## config.mk

```make
export PLATFORM = sky130hd
export DESIGN_NAME = cabn_iou
export DESIGN_NICKNAME = d
export VERILOG_FILES = /design/src/sv/cabn_pkg.sv /design/src/sv/cabn_iou.sv
export SDC_FILE = /design/constraint.sdc
export NUM_CORES = 2
export LEC_CHECK = 0
export BUFFER_PORTS_ARGS = -buffer_cell sky130_fd_sc_hd__buf_2
export CAP_MARGIN = 5
export CORE_AREA = 2 2 301 303
export DETAILED_ROUTE_END_ITERATION = 10
export DIE_AREA = 0 0 303 305
export PLACE_DENSITY = 0.78
export SLEW_MARGIN = 20
export SYNTH_ARGS = -nofsm -noshare
export SYNTH_HDL_FRONTEND = slang
export SYNTH_SLANG_ARGS = --single-unit
```

## constraint.sdc

```tcl
create_clock -name i_clk -period 10.47 [get_ports i_clk]
set_input_delay 0.5235 -clock i_clk [delete_from_list [all_inputs] [get_ports i_clk]]
set_output_delay 0.5235 -clock i_clk [all_outputs]
set_load 0.01 [all_outputs]
```

## src/sv/cabn_pkg.sv

```systemverilog
// shared types and constants for the class-aware box nms unit
// no dependencies
package cabn_pkg;

    localparam int MAX_BOXES = 64;
    localparam int IDX_W     = 6;
    localparam int CNT_W     = 7;
    localparam logic [15:0] THR_RESET = 16'd29491;

    typedef struct packed {
        logic signed [15:0] box_x;
        logic signed [15:0] box_y;
        logic [14:0]        box_width;
        logic [14:0]        box_height;
        logic [15:0]        confidence;
        logic [7:0]         class_id;
        logic               last_box;
    } t_item;

    typedef struct packed {
        logic [5:0] kept_index;
        logic       last_kept;
        logic       overflow;
    } t_result;

    // one stored box as it travels along the chain
    typedef struct packed {
        logic signed [15:0] x;
        logic signed [15:0] y;
        logic [14:0]        w;
        logic [14:0]        h;
        logic [15:0]        score;
        logic [7:0]         cls;
        logic [IDX_W-1:0]   idx;
        logic               keep;
    } t_box;

    typedef struct packed {
        logic load;
        logic pop;
        logic push;
    } t_cell_ctl;

endpackage

```

## src/sv/cabn_iou.sv

```systemverilog
// four-stage iou test of one chain box against the current kept box
// depends on cabn_pkg
module cabn_iou (
    input  logic           i_clk,
    input  logic           i_rst_n,
    input  logic           i_valid,
    input  cabn_pkg::t_box i_box,
    input  cabn_pkg::t_box i_cur,
    input  logic [29:0]    i_cur_area,
    input  logic [15:0]    i_thr,
    output logic           o_valid,
    output cabn_pkg::t_box o_box
);
    logic [3:0] r_v;
    cabn_pkg::t_box r_b1, r_b2, r_b3, r_b4;
    logic [14:0] r_iw, r_ih;
    logic [29:0] r_area1, r_area2, r_inter2, r_inter3;
    logic [30:0] r_uni3;
    logic        r_sc1, r_sc2, r_sc3, r_sc4, r_nz4;
    logic [46:0] r_prod4;
    logic [45:0] r_lhs4;

    logic signed [16:0] ax0, ax1, bx0, bx1, ay0, ay1, by0, by1, lx, rx, ty, bt;
    logic signed [17:0] dx, dy;
    logic               sup;

    always_comb begin
        ax0 = 17'(i_cur.x);
        bx0 = 17'(i_box.x);
        ay0 = 17'(i_cur.y);
        by0 = 17'(i_box.y);
        ax1 = ax0 + $signed({2'b00, i_cur.w});
        bx1 = bx0 + $signed({2'b00, i_box.w});
        ay1 = ay0 + $signed({2'b00, i_cur.h});
        by1 = by0 + $signed({2'b00, i_box.h});
        lx  = (ax0 > bx0) ? ax0 : bx0;
        rx  = (ax1 < bx1) ? ax1 : bx1;
        ty  = (ay0 > by0) ? ay0 : by0;
        bt  = (ay1 < by1) ? ay1 : by1;
        dx  = 18'(rx) - 18'(lx);
        dy  = 18'(bt) - 18'(ty);
    end

    assign sup = r_sc4 && r_nz4 && ({1'b0, r_lhs4} > r_prod4);

    always_ff @(posedge i_clk) begin
        if (!i_rst_n) begin
            r_v <= '0;
        end else begin
            r_v <= {r_v[2:0], i_valid};
        end
        // stage 1: overlap extents and area of the chain box
        r_b1    <= i_box;
        r_iw    <= (dx > 0) ? dx[14:0] : 15'd0;
        r_ih    <= (dy > 0) ? dy[14:0] : 15'd0;
        r_area1 <= 30'(i_box.w) * 30'(i_box.h);
        r_sc1   <= (i_box.cls == i_cur.cls);
        // stage 2: intersection
        r_b2     <= r_b1;
        r_inter2 <= 30'(r_iw) * 30'(r_ih);
        r_area2  <= r_area1;
        r_sc2    <= r_sc1;
        // stage 3: union
        r_b3     <= r_b2;
        r_uni3   <= 31'(i_cur_area) + 31'(r_area2) - 31'(r_inter2);
        r_inter3 <= r_inter2;
        r_sc3    <= r_sc2;
        // stage 4: cross-multiplied compare operands
        r_b4    <= r_b3;
        r_prod4 <= 47'(i_thr) * 47'(r_uni3);
        r_lhs4  <= {r_inter3, 16'd0};
        r_nz4   <= (r_uni3 != 31'd0);
        r_sc4   <= r_sc3;
    end

    always_comb begin
        o_box      = r_b4;
        o_box.keep = r_b4.keep && !sup;
    end
    assign o_valid = r_v[3];
endmodule

```

==> impl_metrics.tcl <==
set metrics [dict create \
    hold_violations 0 \
    endpoint_kind "register" \
    post_cts_resized 0 \
    drive_above_1_share_pct 8.347 \
    setup_violations 0 \
    cp_slowest_cell "dfxtp_1" \
    required_ns 10.98 \
    synth-async-reset-ratio_pct 0 \
    antenna_found_initial 3 \
    slowest_delay_ns 1.05 \
    routed.top_layer "met5" \
    ant_nets 0 \
    yosysMostFrequentCell "inv_1" \
    nNetsFinal 7156 \
    critPathArrivalTime_ns 8.42 \
    drc 6 \
    syn_nets 7012 \
    cts-root-buf "clkbuf_16" \
    slew_viol_final 0 \
    num_rows 110 \
    seq_area_frac_synth_pct 24.10 \
    critPathCapture "r_prod4[46]" \
    crit_path_start_kind "register" \
    path_delay_family "adder cells" \
    synth.top_cells.by_count "inv_1, fa_1, nand2_1" \
    place.gp.congestion 0.9304 \
    core_um2 89320 \
    r2r_start "r_uni3[7]" \
    synth_area_leaders "fa_1, dfxtp_1, ha_1" \
    worstMarginPinSlew_ns 1.103 \
    die_w_um 303 \
    vias_per_cell 5.409 \
    crit_type "reg2reg" \
    status "complete, but fails checks" \
    postPlaceCellArea_um2 54790 \
    dr_total_vias 37020 \
    drv_cap 0 \
    max-slew-margin-rel_pct 26.35 \
    syn_to_final_growth_pct 7.770 \
    crit_path_frequent_cell "fa_1" \
    wl_met1_um 48110 \
    ys.flop_type "dfxtp_1" \
    rsz0062_at_grt "no" \
    dp_hpwl_um 96380 \
    holdCritPathClass "in2reg" \
    netlist_instances 5479 \
    grt-ovfl-total 0 \
    route.met2.wl_um 60790 \
    post-route-util_pct 64.04 \
    die_area_um2 92420 \
    cts_made_buffers 58 \
    violations "DRC" \
    syn-cell-area_um2 53070 \
    worstReg2RegEnd "r_prod4[46]" \
    start_util_pct 59.42 \
    grt_pass1_vias 39920 \
    htree_levels 2 \
    portBuffers 305 \
    grt_usage_pct 27.64 \
    wl_um 123500 \
    syn_area_per_cell_um2 9.687 \
    cts_max_path_buffers 3 \
    yosys_warnings 0 \
    clkLatencyLatePin_ns 0.64 \
    max_freq_ghz 0.1264 \
    path_depth 23 \
    period_share_pct 75.53 \
    crit_buf_inv 5 \
    io_pins 329 \
    drt_pass1_iterations 10 \
    crit_chain "nand2_1, fa_1, inv_1, fa_1, inv_1, fa_1, fa_1, inv_1, fa_1, inv_1, fa_1, inv_1, ha_1, a21oi_1, o21ai_0, a221oi_2, a211oi_1, nor4_1, o21ai_1, a41oi_1, o2111ai_1, o211ai_1, xnor2_1" \
    drtIter0Drc 1971 \
    cts_setup_buffers 0 \
    yosys.area.top_type_share_pct 29.19 \
    clkTransAtPathRegs_ns 0.06 \
    tns_ns 0 \
    clock_skew_ns 0.02237 \
    yosysTopAreaCell "fa_1" \
    grt_pass1_wl_um 203000 \
    crit_start "r_uni3[7]" \
    synth_cell_types 84 \
    wl_met3_um 10370 \
    grt_start_max_net_pins 32 \
    synth_edf_count 0 \
    finalInstanceArea_um2 57200 \
    cts.sinks 639 \
    reg2reg_depth 23 \
    crit_fanout 17 \
    fin_crit_ns 7.908 \
    cts_tree "built" \
    wl_per_cell_um 18.04 \
    synth_seq_cells 639 \
    die_y_um 305 \
    regToRegSetupSlack_ns 2.56 \
]
## layout by cell type (no fill, tap or decap), types with 18 or more instances in the layout
cell type	n
o21bai_1	32
nand3_1	34
nor2b_1	40
dlygate4sd3_1	32
a21oi_1	164
o21ai_0	117
clkbuf_16	60
a31oi_1	18
mux2_2	19
buf_2	305
nand4_1	32
nor3_1	42
nand2_1	729
a211oi_1	25
mux2i_1	47
dfxtp_1	639
xnor2_1	135
a21o_1	81
and2_1	324
nor2_1	133
inv_1	961
xor2_1	62
fa_1	774
ha_1	524
nand2b_1	34
o21a_1	40
## metrics by stage
step                instances  hold WS (ns)  setup WS (ns)
global placement         6707        0.3095          2.433
finish                   6845       0.03998          2.562
global route             6844      0.008438          2.152
CTS                      6843     0.0002219          2.664
floorplan                5479        0.3096          3.518
detailed placement       6707        0.3121          2.356
## worst min-delay path by stage
stage          startpoint  cells after the start        end  slack (ns)
3_5_place_dp      r_b3[2]                      0   o_box[2]        0.31
6_report        i_box[74]                      1   r_b1[74]        0.04
4_1_cts         i_box[75]                      1   r_b1[75]      0.0002
2_1_floorplan    r_b3[10]                      0  o_box[10]        0.31
3_3_place_gp     r_b2[19]                      0   r_b3[19]        0.31
5_1_grt         i_box[75]                      1   r_b1[75]       0.008
## state kept, by name, indices dropped and copies added, names as in the netlist, 4 cells and up
register / flops
r_uni3: 31
r_b2: 93
r_prod4: 47
r_iw: 15
r_inter2: 30
r_area1: 30
r_lhs4: 30
r_b1: 93
r_ih: 15
o_box: 92
r_v: 4
r_inter3: 30
r_area2: 30
r_b3: 93
## area by class of cell
type                    instances  area (um^2)
diodes                          2        5.005
clock buffers                  75         1668
clock inverters                29        412.9
fillers                      7134        32120
inverters                     961         3607
multi-input cells            3614        35310
flip-flops and latches        639        12790
well taps                    1176         1471
repair buffers                349         1937
## layer usage
layer	vias to the layer above	GRT usage, %
li1	17300	-
met1	18120	33.66
met3	242	6.230
met2	1363	47.97
met5	-	0
met4	4	9.543
## cell families after synthesis
logic type,share of synthesized area (%)
AOI/OAI and AO/OA,7.395
xor gates and xnor gates,3.251
adders and majority gates,41.57
buffers and inverters,9.378
DFF,24.10
muxes,1.341
and+or+nand+nor,12.97
## timing repair
| item | in CTS | in global routing |
|---|---|---|
| hold endpoints to repair | 32 | 0 |
| hold buffers | 32 | 0 |
| endpoints found under the setup margin | 0 | 0 |
Power is left out: the tool's default activity adds up to more than one toggle a clock period on the data nets, which glitch-free logic cannot reach.
