`config.mk`:
```
export PLATFORM = sky130hd
export DESIGN_NAME = cabn_cell
export DESIGN_NICKNAME = d
export VERILOG_FILES = /design/src/sv/cabn_pkg.sv /design/src/sv/cabn_cell.sv
export SDC_FILE = /design/constraint.sdc
export NUM_CORES = 1
export LEC_CHECK = 0
export ABC_AREA = 1
export BUFFER_PORTS_ARGS = -buffer_cell sky130_fd_sc_hd__buf_2
export CAP_MARGIN = 20
export CORE_AREA = 10 10 177 179
export DETAILED_ROUTE_END_ITERATION = 7
export DIE_AREA = 0 0 187 189
export PLACE_DENSITY = 0.56
export SLEW_MARGIN = 15
export SYNTH_ARGS = -nofsm -noshare
export SYNTH_HDL_FRONTEND = slang
export SYNTH_SLANG_ARGS = --single-unit
```
`constraint.sdc`:
```
create_clock -name i_clk -period 6.2 [get_ports i_clk]
set_clock_uncertainty 0.05 [all_clocks]
set_input_delay 0.31 -clock i_clk [delete_from_list [all_inputs] [get_ports i_clk]]
set_output_delay 0.31 -clock i_clk [all_outputs]
set_load 0.005 [all_outputs]
```
`src/sv/cabn_pkg.sv`:
```
// shared types and constants for the class-aware box nms unit
// no dependencies
package cabn_pkg;

    localparam int MAX_BOXES = 64;
    localparam int IDX_W     = 6;
    localparam int CNT_W     = 7;
    localparam logic [15:0] THR_RESET = 16'd29491;

    typedef struct packed {
        logic signed [15:0] box_x;
        logic signed [15:0] box_y;
        logic [14:0]        box_width;
        logic [14:0]        box_height;
        logic [15:0]        confidence;
        logic [7:0]         class_id;
        logic               last_box;
    } t_item;

    typedef struct packed {
        logic [5:0] kept_index;
        logic       last_kept;
        logic       overflow;
    } t_result;

    // one stored box as it travels along the chain
    typedef struct packed {
        logic signed [15:0] x;
        logic signed [15:0] y;
        logic [14:0]        w;
        logic [14:0]        h;
        logic [15:0]        score;
        logic [7:0]         cls;
        logic [IDX_W-1:0]   idx;
        logic               keep;
    } t_box;

    typedef struct packed {
        logic load;
        logic pop;
        logic push;
    } t_cell_ctl;

endpackage

```
`src/sv/cabn_cell.sv`:
```
// one cell of the box chain: holds a box, sorted insert on load, returned box on push, shift on pop
// depends on cabn_pkg
module cabn_cell (
    input  logic              i_clk,
    input  cabn_pkg::t_cell_ctl i_ctl,
    input  logic              i_push_here,
    input  logic              i_vacant,
    input  logic              i_left_lt,
    input  cabn_pkg::t_box    i_left,
    input  cabn_pkg::t_box    i_right,
    input  cabn_pkg::t_box    i_new,
    input  cabn_pkg::t_box    i_ret,
    output cabn_pkg::t_box    o_box,
    output logic              o_lt
);
    cabn_pkg::t_box r_box;
    cabn_pkg::t_box n_box;

    // vacant cells count as lower so a new item lands at the tail
    assign o_lt  = i_vacant || (r_box.score < i_new.score);
    assign o_box = r_box;

    always_comb begin
        n_box = r_box;
        if (i_ctl.load && o_lt) begin
            n_box = i_left_lt ? i_left : i_new;
        end else if (i_ctl.push && i_push_here) begin
            n_box = i_ret;
        end else if (i_ctl.pop) begin
            n_box = i_right;
        end
    end

    always_ff @(posedge i_clk) begin
        r_box <= n_box;
    end
endmodule

```
==> metrics.md, run 1 <==
| Metric | Value |
|---|---|
| Setup crit end kind | `register` |
| Fmax | `roughly 0.31 GHz` |
| Drt first pass iters | `4` |
| Nets@finish | `around 1500` |
| Die X | `roughly 190 um` |
| # diodes | `0` |
| Total track usage | `0.1497` |
| CTS resizes | `0` |
| Relative slew margins | `0.3192` |
| Period utilisation layout | `0.5210` |
| Slowest CP cell | `buf_4` |
| Post-synthesis cell area | `6729 sq um` |
| Tightest Pin Transition | `1021 ps` |
| Remaining antenna violation count | `0` |
| Max-capacitance violation count | `0` |
| Most frequent CP cell | `nand2_1` |
| Largest net degree at the start of global routing | `between 90 and 100` |
| Root Driver | `clkbuf_16` |
| Crit path kind | `reg -> reg` |
| Post-CTS setup buffer count | `0` |
| Cell count after synthesis | `694` |
| Worst endpoint data arrival time | `about 3200 ps` |
| Data required, critical path | `roughly 6000 ps` |
| RSZ-0062 raised after global routing | `false` |
| Core Box Area | `about 28000 sq um` |
| Max reg flops | `slightly above 90` |
| Share of cells above drive strength 1 | `0.5854` |
| Via density | `~4.4` |
| Routability Congestion | `between 0.8 and 0.9` |
| WP buf/inv | `1` |
| Leakage | `a little under 5 nW` |
| Wirelength, routed | `between 20 and 30 mm` |
| Port bufs | `472` |
| Avg Cell Area, Syn | `9.696 sq um` |
| Final setup vio count | `0` |
| # IOs | `roughly 470` |
| Crit path cell chain | `ha_1, a21oi_1, nand2_1, nand2_1, nand2_1, nand2_1, nand2_1, nand2_4, nand2_4, nand3b_1, buf_4` |
| Starting Density | `0.2435` |
| First-pass GRT wire length | `approximately 42 mm` |
| Initial DRC count | `251` |
| Top delay family on crit path | `simple AND/OR/NAND/NOR gates` |
| Longest Clk Path Bufs | `2` |
| CP max FO | `94` |
| Maximum VDD drop | `around 0.083 mV` |
| Worst skew pair latency | `roughly 340 ps` |
| Residual DRC | `0` |
| Die ar. | `~35000 sq um` |
| Final hold viol count | `0` |
| CTS tree | `done` |
| Vias in the first global route | `between 7000 and 8000` |
| Setup crit start kind | `register` |
| Total CTS buffers | `9` |
| Min-Delay Path Class | `in -> reg` |
| Seq cells post-synth | `between 90 and 100` |
| Status | `finished clean` |
| Routed vias | `6640` |
| Die H | `189 um` |
| Final Util | `0.3484` |
| Layout fillers | `roughly 2900` |
| Detail Placement HPWL | `around 23 mm` |
| Worst-path clk slew | `70 ps` |
| Fin. max-slew vios | `0` |
| Syn-to-layout area delta | `43.06%` |
| Fin crit period | `between 3000 and 4000 ps` |
| CTS Sinks | `93` |
| Row count | `61` |
| Syn_nets | `around 1100` |
| Antenna violations before repair | `0` |
| # H-tree levels | `3` |
| CTS Hold Bufs | `0` |
| Power Dens Cells | `roughly 210 nW/um^2` |
| WL/cell | `between 15 and 20 um` |
| Setup total negative slack | `0 ps` |
| Sequential element share of the synthesized area | `0.4150` |
| Total grt overflow | `0` |
| Ys Warns | `0` |
| Worst path max stage delay | `between 600 and 700 ps` |
| Distinct cells, synth | `16` |
| Total chip power | `~0.0020 W` |
[cell type report]
type                       count  area [sq um]  share of cell area
multi-input combinational    528          3577              0.3716
clock inverter                 6         63.81            0.006629
inverter                      21         78.83            0.008188
tap                          378         473.0             0.04913
timing repair buffer         478          2412              0.2506
clock buffer                  10         229.0             0.02378
sequential                    93          2793              0.2901
[logic make-up (layout without fill, tap and decap cells)]
| logic type | count (synthesis) | count (layout) | share of synthesized area |
|---|---|---|---|
| AOI/OAI and AO/OA | 26 | 26 | 0.01971 |
| adders and majority gates | 15 | 15 | 0.02789 |
| buffers and inverters | 73 | 515 | 0.05448 |
| DFF | 93 | 93 | 0.4150 |
| muxes | 171 | 171 | 0.2862 |
| and+or+nand+nor | 316 | 316 | 0.1967 |
[per-layer routing]
layer | GRT usage | wire, um | part of all wire
met5 | 0 | 0 | 0
met4 | 0.03350 | 404 | 0.015
met3 | 0.05439 | 2371 | 0.085
met2 | 0.2674 | 14060 | 0.50
met1 | 0.1664 | 11020 | 0.40
[cells in the final DEF (no fill, tap or decap)]
cell type,instances
a21oi_1,8
buf_2,470
buf_4,8
bufinv_16,1
clkbuf_1,1
clkbuf_16,9
clkinv_1,2
clkinv_4,3
edfxtp_1,93
ha_1,15
inv_1,21
mux2_2,171
nand2_1,216
nand2_4,3
nand3_1,94
nand3b_1,1
nor2_1,1
nor3_1,1
o21a_1,1
o21ai_0,17
[Yosys cell counts, drive strengths merged]
cell type	number	share of area
a21oi	8	0.0060
buf	34	0.033
clkbuf	18	0.010
edfxtp	93	0.42
ha	15	0.028
inv	21	0.012
mux2	171	0.29
nand2	219	0.12
nand3	94	0.070
nand3b	1	0.0011
nor2	1	0.00056
nor3	1	0.00074
o21a	1	0.0011
o21ai	17	0.013
[per-stage QoR]
stage                     hold slack [ps]  setup WS [ps]  std cells  area, sq um
after floorplan                     564.3           1532        694         6729
after global placement              655.1           2873       1498         9334
after detailed placement            656.4           2858       1498         9334
after CTS                           281.3           2882       1514         9627
after global routing                304.9           2639       1514         9627
final                               309.7           2970       1514         9627
[final timing paths]
| check | to | cells after the start | slack [ps] | startpoint |
|---|---|---|---|---|
| worst max-delay path | o_box[55]$_DFFE_PP_ | 11 | 2970 | o_box[18]$_DFFE_PP_ |
| worst min-delay path | o_box[78]$_DFFE_PP_ | 4 | 310 | i_ret[78] |
| worst max register to register | o_box[55]$_DFFE_PP_ | 11 | 2970 | o_box[18]$_DFFE_PP_ |
| worst min register to register | o_box[23]$_DFFE_PP_ | 9 | 1580 | o_box[26]$_DFFE_PP_ |
[power by group]
part / leakage, nW / internal (W) / switching [W]
Clock: 0.142 / 0.000313 / 0.000242
Combinational: 3.76 / 0.000297 / 0.000327
Sequential: 0.971 / 0.000819 / 0.0000293
Total: 4.87 / 0.00143 / 0.000598
[worst register-to-register path, cell delays in order, from the launching register on]
cell      delay, ps
edfxtp_1        400
ha_1            310
a21oi_1         150
nand2_1         100
nand2_1          70
nand2_1          60
nand2_1          50
nand2_1          80
nand2_4          80
nand2_4         500
nand3b_1        370
buf_4           610
(Power assumes the default switching activity.)
==> run 2: changes to the inputs <==
==> constraint.sdc (replaced) <==
create_clock -name i_clk -period 3.3 [get_ports i_clk]
set_clock_uncertainty 0.05 [all_clocks]
set_input_delay 0.165 -clock i_clk [delete_from_list [all_inputs] [get_ports i_clk]]
set_output_delay 0.165 -clock i_clk [all_outputs]
set_load 0.005 [all_outputs]
==> run 2 against run 1 <==
  * Non-clock buffer count increased by 3
  * Via count is 0.29% higher
  * Sequential power rose by 87%
  * Clock power increased by 99%
==> metrics.md, run 2 (synthesis gave the netlist of run 1 again) <==
| Metric | Value |
|---|---|
| Status | `finished clean` |
| Worst Setup EP | `o_lt` |
| WL met2 | `14.20 mm (+1.0%)` |
| Worst skew pair latency | `340 ps (about the same)` |
| Setup crit start kind | `register` |
| Tightest Pin Transition | `617.3 ps (-403.9 ps)` |
| Pint | `0.002770 W (+94%)` |
| Total grt overflow | `0 (unchanged)` |
| Syn-to-layout area delta | `44.83%` |
| Flop pwr share | `0.409 (-0.010)` |
| Post-CTS setup buffer count | `0 (unchanged)` |
| R2R setup slack | `970 ps (-2000 ps)` |
| Data required, critical path | `3080 ps (-3040 ps)` |
| Via density | `4.387 (about the same)` |
| CTS resizes | `0 (unchanged)` |
| Non-Filler Instances | `1518 (+0.26%)` |
| # H-tree levels | `3 (unchanged)` |
| Initial DRC count | `202 (-20%)` |
| Top Metal Used | `met5` |
| CTS Sinks | `93 (unchanged)` |
| Reg-to-Reg End | `o_box[65]$_DFFE_PP_` |
| Antenna violations before repair | `4 (+4)` |
| Final setup vio count | `0 (unchanged)` |
| Longest Clk Path Bufs | `2 (unchanged)` |
| Crit path cell chain | `ha_1, nand2_1, inv_1, nand3_1, inv_1, a21oi_1, nand2_2, nand2_4, buf_12, buf_2` |
| Slowest CP cell | `edfxtp_1` |
| Maximum VDD drop | `0.2277 mV (+180%)` |
| First-pass GRT wire length | `42.31 mm (unchanged)` |
| Area occupied by multi-input gates | `3580 sq um (about the same)` |
| Crit path from | `o_box[30]$_DFFE_PP_` |
| DP Worst Slack | `980.5 ps (-1878 ps)` |
| Max reg flops | `93 (unchanged)` |
| Die X | `187 um (unchanged)` |
| Leakage | `4.917 nW (+0.93%)` |
| Final hold viol count | `0 (unchanged)` |
| Port bufs | `472 (unchanged)` |
| Fmax | `roughly 0.40 GHz` |
| Die H | `189 um (unchanged)` |
| Hold Path Stages | `4 (unchanged)` |
| Fin crit period | `~2500 ps` |
| Vias in the first global route | `7462 (+0.59%)` |
| Total track usage | `0.1513 (+0.001678)` |
| Fin. max-slew vios | `0 (unchanged)` |
| Root Driver | `clkbuf_16` |
| Relative slew margins | `0.5885 (+0.2692)` |
| Min-Delay Path Class | `in -> reg` |
| Worst path max stage delay | `390 ps (-220 ps)` |
| Drt first pass iters | `4 (unchanged)` |
| Core Box Area | `27630 sq um (unchanged)` |
| Max-capacitance violation count | `0 (unchanged)` |
| Layout fillers | `2931 (-0.51%)` |
| R2R cell count | `11 (unchanged)` |
| Residual DRC | `0 (unchanged)` |
| Starting Density | `0.2435 (unchanged)` |
| Detail Placement HPWL | `22.87 mm (+1.3%)` |
| Setup crit end kind | `output pin` |
| Worst-path clk slew | `70 ps (about the same)` |
| Setup WS post-layout | `830.5 ps (-2139 ps)` |
| Setup total negative slack | `0 ps (unchanged)` |
| CTS Hold Bufs | `0 (unchanged)` |
| Placement Cell Area | `9434 sq um (+1.1%)` |
| RSZ-0062 raised after global routing | `false` |
| Met3 WL | `2.401 mm (+1.3%)` |
| Part of the power in combinational logic | `0.308 (about the same)` |
| Routed vias | `6659 (+0.29%)` |
| Register area | `2793 sq um (unchanged)` |
| Die ar. | `35340 sq um (unchanged)` |
| Finished Cell Area | `9746 sq um (+1.2%)` |
| Switching share of power | `0.2873 (-0.007908)` |
| Period utilisation layout | `0.7483` |
| Placed Cells | `1501 (+0.20%)` |
| RR Startpoint | `o_box[30]$_DFFE_PP_` |
| Largest net degree at the start of global routing | `95 (unchanged)` |
| Remaining antenna violation count | `0 (unchanged)` |
| Row count | `61 (unchanged)` |
| CP max FO | `94 (unchanged)` |
| Power Dens Cells | `398.8 nW/um^2 (+89%)` |
| CTS tree | `done` |
| Most frequent cells in the layout | `buf_2 (470), nand2_1 (215), mux2_2 (171)` |
| Most frequent CP cell | `inv_1` |
| Total CTS buffers | `9 (unchanged)` |
| Wirelength, routed | `28.21 mm (+1.3%)` |
| # IOs | `473 (unchanged)` |
| WHS | `163.8 ps (-145.9 ps)` |
| Commonest non-fill, non-tap cell in the layout | `buf_2` |
| Worst endpoint data arrival time | `2250 ps (-900 ps)` |
| Share of cells above drive strength 1 | `0.5884 (+0.003003)` |
| Clock power frac | `0.282 (+0.008)` |
| M1 WL | `10.95 mm (-0.64%)` |
| Crit path kind | `reg -> out` |
| Nets@finish | `1528 (+0.20%)` |
| WL/cell | `18.59 um (+1.0%)` |
| Routability Congestion | `0.9073 (+6.3%)` |
| P_sw | `0.001117 W (+87%)` |
## run 2: cell count changes in the layout (fill, tap and decap cells not counted), moves of 2 or more
| cell | previous run | this run |
|---|---|---|
| clkinv_1 | 2 | 0 |
| diode_2 | 0 | 3 |
| clkinv_4 | 3 | 0 |
| buf_12 | 0 | 6 |
| buf_4 | 8 | 5 |
| clkinvlp_4 | 0 | 2 |
## run 2: worst min path at each step
stage	to	slack [ps]	start
2_1_floorplan	o_box[0]$_DFFE_PP_	420	i_ret[0]
3_3_place_gp	o_box[74]$_DFFE_PP_	510	i_right[74]
3_5_place_dp	o_box[45]$_DFFE_PP_	520	i_right[45]
4_1_cts	o_box[45]$_DFFE_PP_	140	i_right[45]
5_1_grt	o_box[78]$_DFFE_PP_	170	i_right[78]
6_report	o_box[45]$_DFFE_PP_	160	i_right[45]
## run 2: routing by layer
metal	track usage	up-vias
met4	0.04373	2
li1	-	3311
met3	0.05660	27
met5	0	-
met1	0.1657	3014
met2	0.2680	305
## run 2: cell type report
class,instances,share of cell area
Antenna cell,3,0.0007703
Clock buffer,10,0.02349
Clock inverter,4,0.007703
Inverter,21,0.008088
Multi-Input combinational cell,528,0.3673
Sequential cell,93,0.2866
Tap cell,378,0.04853
Timing Repair Buffer,481,0.2575
## run 2: power groups by stage
stage / Clock [W] / Sequential [W] / Combinational [W]
after global routing: 0.00118 / 0.00161 / 0.00134
after detailed placement: 0 / 0.00162 / 0.00122
final: 0.00110 / 0.00159 / 0.00120
after CTS: 0.00115 / 0.00159 / 0.00122
after global placement: 0 / 0.00161 / 0.00122
after floorplan: 0 / 0.00165 / 0.000587
## run 2: per-stage QoR
stage | utilization | power, W
4_1_cts | 0.3525 | 0.003963
5_1_grt | 0.3526 | 0.004130
2_1_floorplan | - | 0.002242
6_report | 0.3527 | 0.003887
3_5_place_dp | 0.3415 | 0.002833
3_3_place_gp | 0.3415 | 0.002825
## run 2: critical path: cells and delay by family (launching register included)
kind                     cells  cell delay (ps)
buffers and inverters        4              650
flip-flops                   1              390
adder cells (fa/ha/maj)      1              330
AND/OR/NAND/NOR              4              340
AO/OA/AOI/OAI                1              170
==> run 3: changes to the inputs <==
--- a/config.mk
+++ b/config.mk
@@ -11,7 +11,7 @@
 export CORE_AREA = 10 10 177 179
 export DETAILED_ROUTE_END_ITERATION = 7
 export DIE_AREA = 0 0 187 189
-export PLACE_DENSITY = 0.56
+export PLACE_DENSITY = 0.58
 export SLEW_MARGIN = 15
 export SYNTH_ARGS = -nofsm -noshare
 export SYNTH_HDL_FRONTEND = slang
==> constraint.sdc (replaced) <==
create_clock -name i_clk -period 2.2 [get_ports i_clk]
set_clock_uncertainty 0.05 [all_clocks]
set_input_delay 0.11 -clock i_clk [delete_from_list [all_inputs] [get_ports i_clk]]
set_output_delay 0.11 -clock i_clk [all_outputs]
set_load 0.005 [all_outputs]
==> run 3 against run 2 <==
  * The flow now finishes with violations (negative setup slack)
  * Final area rose by 6.8%
  * Sequential share of layout area is 1.8 points lower
  * Non-clock buffer count rose by 45
  * Power grew 54%
  * Final cell count increased by 2.9%
  * Worst setup slack got worse by 870 ps
  * Worst hold slack worse by 62 ps
  * Die area stayed put
  * Clock power grew 31%
  * Sequential power grew 52%
  * Global-route usage rose by 0.50 points
  * Routed wire length up 6.0%
  * Critical path type is now reg -> reg
==> metrics.md, run 3 (synthesis gave the netlist of run 1 again) <==
| Metric | Value |
|---|---|
| Status | `finished with violations` |
| Failing checks | `negative setup slack` |
| Largest net degree at the start of global routing | `62 (-35%)` |
| Drt first pass iters | `4 (unchanged)` |
| Syn-to-layout area delta | `54.69%` |
| Starting Density | `0.2435 (unchanged)` |
| # IOs | `473 (unchanged)` |
| Worst endpoint data arrival time | `2310 ps (+60 ps)` |
| DP Worst Slack | `-0.8118 ps (-981.3 ps)` |
| Period utilisation layout | `1.018` |
| Leakage | `5.241 nW (+6.6%)` |
| Vias in the first global route | `7612 (+2.0%)` |
| Power Dens Cells | `573.8 nW/um^2 (+44%)` |
| R2R setup slack | `-40 ps (-1010 ps)` |
| Non-Filler Instances | `1562 (+2.9%)` |
| Relative slew margins | `0.5947 (+0.006244)` |
| Data required, critical path | `2270 ps (-810 ps)` |
| Die ar. | `35340 sq um (unchanged)` |
| CTS Sinks | `93 (unchanged)` |
| WL/cell | `19.14 um (+3.0%)` |
| Nets@finish | `1573 (+2.9%)` |
| Via density | `4.376 (-0.23%)` |
| Longest Clk Path Bufs | `2 (unchanged)` |
| Final hold viol count | `0 (unchanged)` |
| Fin. max-slew vios | `0 (unchanged)` |
| Worst skew pair latency | `340 ps (about the same)` |
| Maximum VDD drop | `0.2344 mV (+2.9%)` |
| Die X | `187 um (unchanged)` |
| Final setup vio count | `18 (+18)` |
| Most frequent cells in the layout | `buf_2 (469), nand2_1 (213), mux2_2 (171)` |
| Total CTS buffers | `9 (unchanged)` |
| Setup WS post-layout | `-40.37 ps (-870.8 ps)` |
| RSZ-0062 raised after global routing | `true` |
| Routed vias | `6836 (+2.7%)` |
| Fmax | `0.4464 GHz` |
| Layout fillers | `2876 (-1.9%)` |
| Min-Delay Path Class | `in -> reg` |
| Setup crit end kind | `register` |
| Crit path kind | `reg -> reg` |
| Total chip power | `0.005973 W (+54%)` |
| Root Driver | `clkbuf_16` |
| Placed Cells | `1530 (+1.9%)` |
| CTS tree | `done` |
| Die H | `189 um (unchanged)` |
| # diodes | `0 (-3)` |
| Row count | `61 (unchanged)` |
| Share of cells above drive strength 1 | `0.6182 (+0.02985)` |
| Residual DRC | `0 (unchanged)` |
| CP max FO | `4 (-96%)` |
| Max reg flops | `93 (unchanged)` |
| Total grt overflow | `0 (unchanged)` |
| Core Box Area | `27630 sq um (unchanged)` |
| First-pass GRT wire length | `43.49 mm (+2.8%)` |
| Setup total negative slack | `-551.3 ps (-551.3 ps)` |
| Remaining antenna violation count | `0 (unchanged)` |
| Register area | `2793 sq um (unchanged)` |
| Detail Placement HPWL | `23.92 mm (+4.6%)` |
| Port bufs | `472 (unchanged)` |
| Worst-path clk slew | `70 ps (about the same)` |
| Total track usage | `0.1563 (+0.004978)` |
| Antenna violations before repair | `0 (-4)` |
| Initial DRC count | `208 (+3.0%)` |
| Setup crit start kind | `register` |
| Max-capacitance violation count | `0 (unchanged)` |
| Routability Congestion | `0.8867 (-2.3%)` |
| Fin crit period | `~2200 ps` |
| Tightest Pin Transition | `607.9 ps (-9.365 ps)` |
| Area occupied by multi-input gates | `3685 sq um (+2.9%)` |
| # H-tree levels | `3 (unchanged)` |
| Commonest non-fill, non-tap cell in the layout | `buf_2` |
| Wirelength, routed | `29.89 mm (+6.0%)` |
==> run 3: worst paths after layout <==
check,endpoint,cells past startpoint,startpoint
setup / recovery,o_box[87]$_DFFE_PP_,13,o_box[30]$_DFFE_PP_
hold / removal,o_box[72]$_DFFE_PP_,4,i_ret[72]
setup reg to reg,o_box[87]$_DFFE_PP_,13,o_box[30]$_DFFE_PP_
hold reg to reg,o_box[12]$_DFFE_PP_,10,o_box[26]$_DFFE_PP_
==> run 3: worst max-delay path, stage by stage, from the launching register on <==
cell and delay (ps):
edfxtp_1 440, ha_4 320, nand2_4 50, inv_2 50
nand3_2 60, nor3_2 120, nand2_1 80, nand2_2 70
nand2_4 60, nand2_4 80, nand3b_1 150, buf_4 190
buf_6 130, buf_4 150
==> run 3: cell type report <==
| class | count | share of cell area |
|---|---|---|
| clock buffers | 10 | 0.02200 |
| clock inverters | 6 | 0.003847 |
| inverters | 21 | 0.007573 |
| multi-input cells | 528 | 0.3540 |
| flip-flops and latches | 93 | 0.2683 |
| well taps | 378 | 0.04544 |
| repair buffers | 526 | 0.2988 |
==> run 3: metal layers <==
layer / vias to the layer above / part of all wire / wire length [um] / track usage
li1: 3399 / - / - / -
met1: 3101 / 0.40 / 12100 / 0.1774
met2: 307 / 0.50 / 14820 / 0.2714
met3: 29 / 0.077 / 2304 / 0.05458
met4: 0 / 0.022 / 665 / 0.04622
met5: - / 0 / 0 / 0
==> run 3: metrics by stage <==
step | cell area, sq um | hold WS [ps] | util
after CTS | 10050 | 85.16 | 0.3639
after detailed placement | 9702 | 454.0 | 0.3511
after global routing | 10410 | 98.32 | 0.3767
after global placement | 9702 | 452.6 | 0.3511
final | 10410 | 102.2 | 0.3767
after floorplan | 6738 | 364.3 | -
==> run 3: repair_timing <==
| item | CTS | global route |
|---|---|---|
| setup endpoints to repair | 31 | 181 |
| gates cloned | 2 | 9 |
| pin swaps | 0 | 2 |
| setup buffers | 2 | 4 |
| hold buffers | 0 | 0 |
| resized for setup | 1 | 37 |
==> run 3: power by group <==
group / switching (W) / internal, W / total, W
Sequential: 0.0000960 / 0.00231 / 0.00241
Clock: 0.000679 / 0.000763 / 0.00144
Combinational: 0.00103 / 0.00109 / 0.00213
Total: 0.00181 / 0.00417 / 0.00597
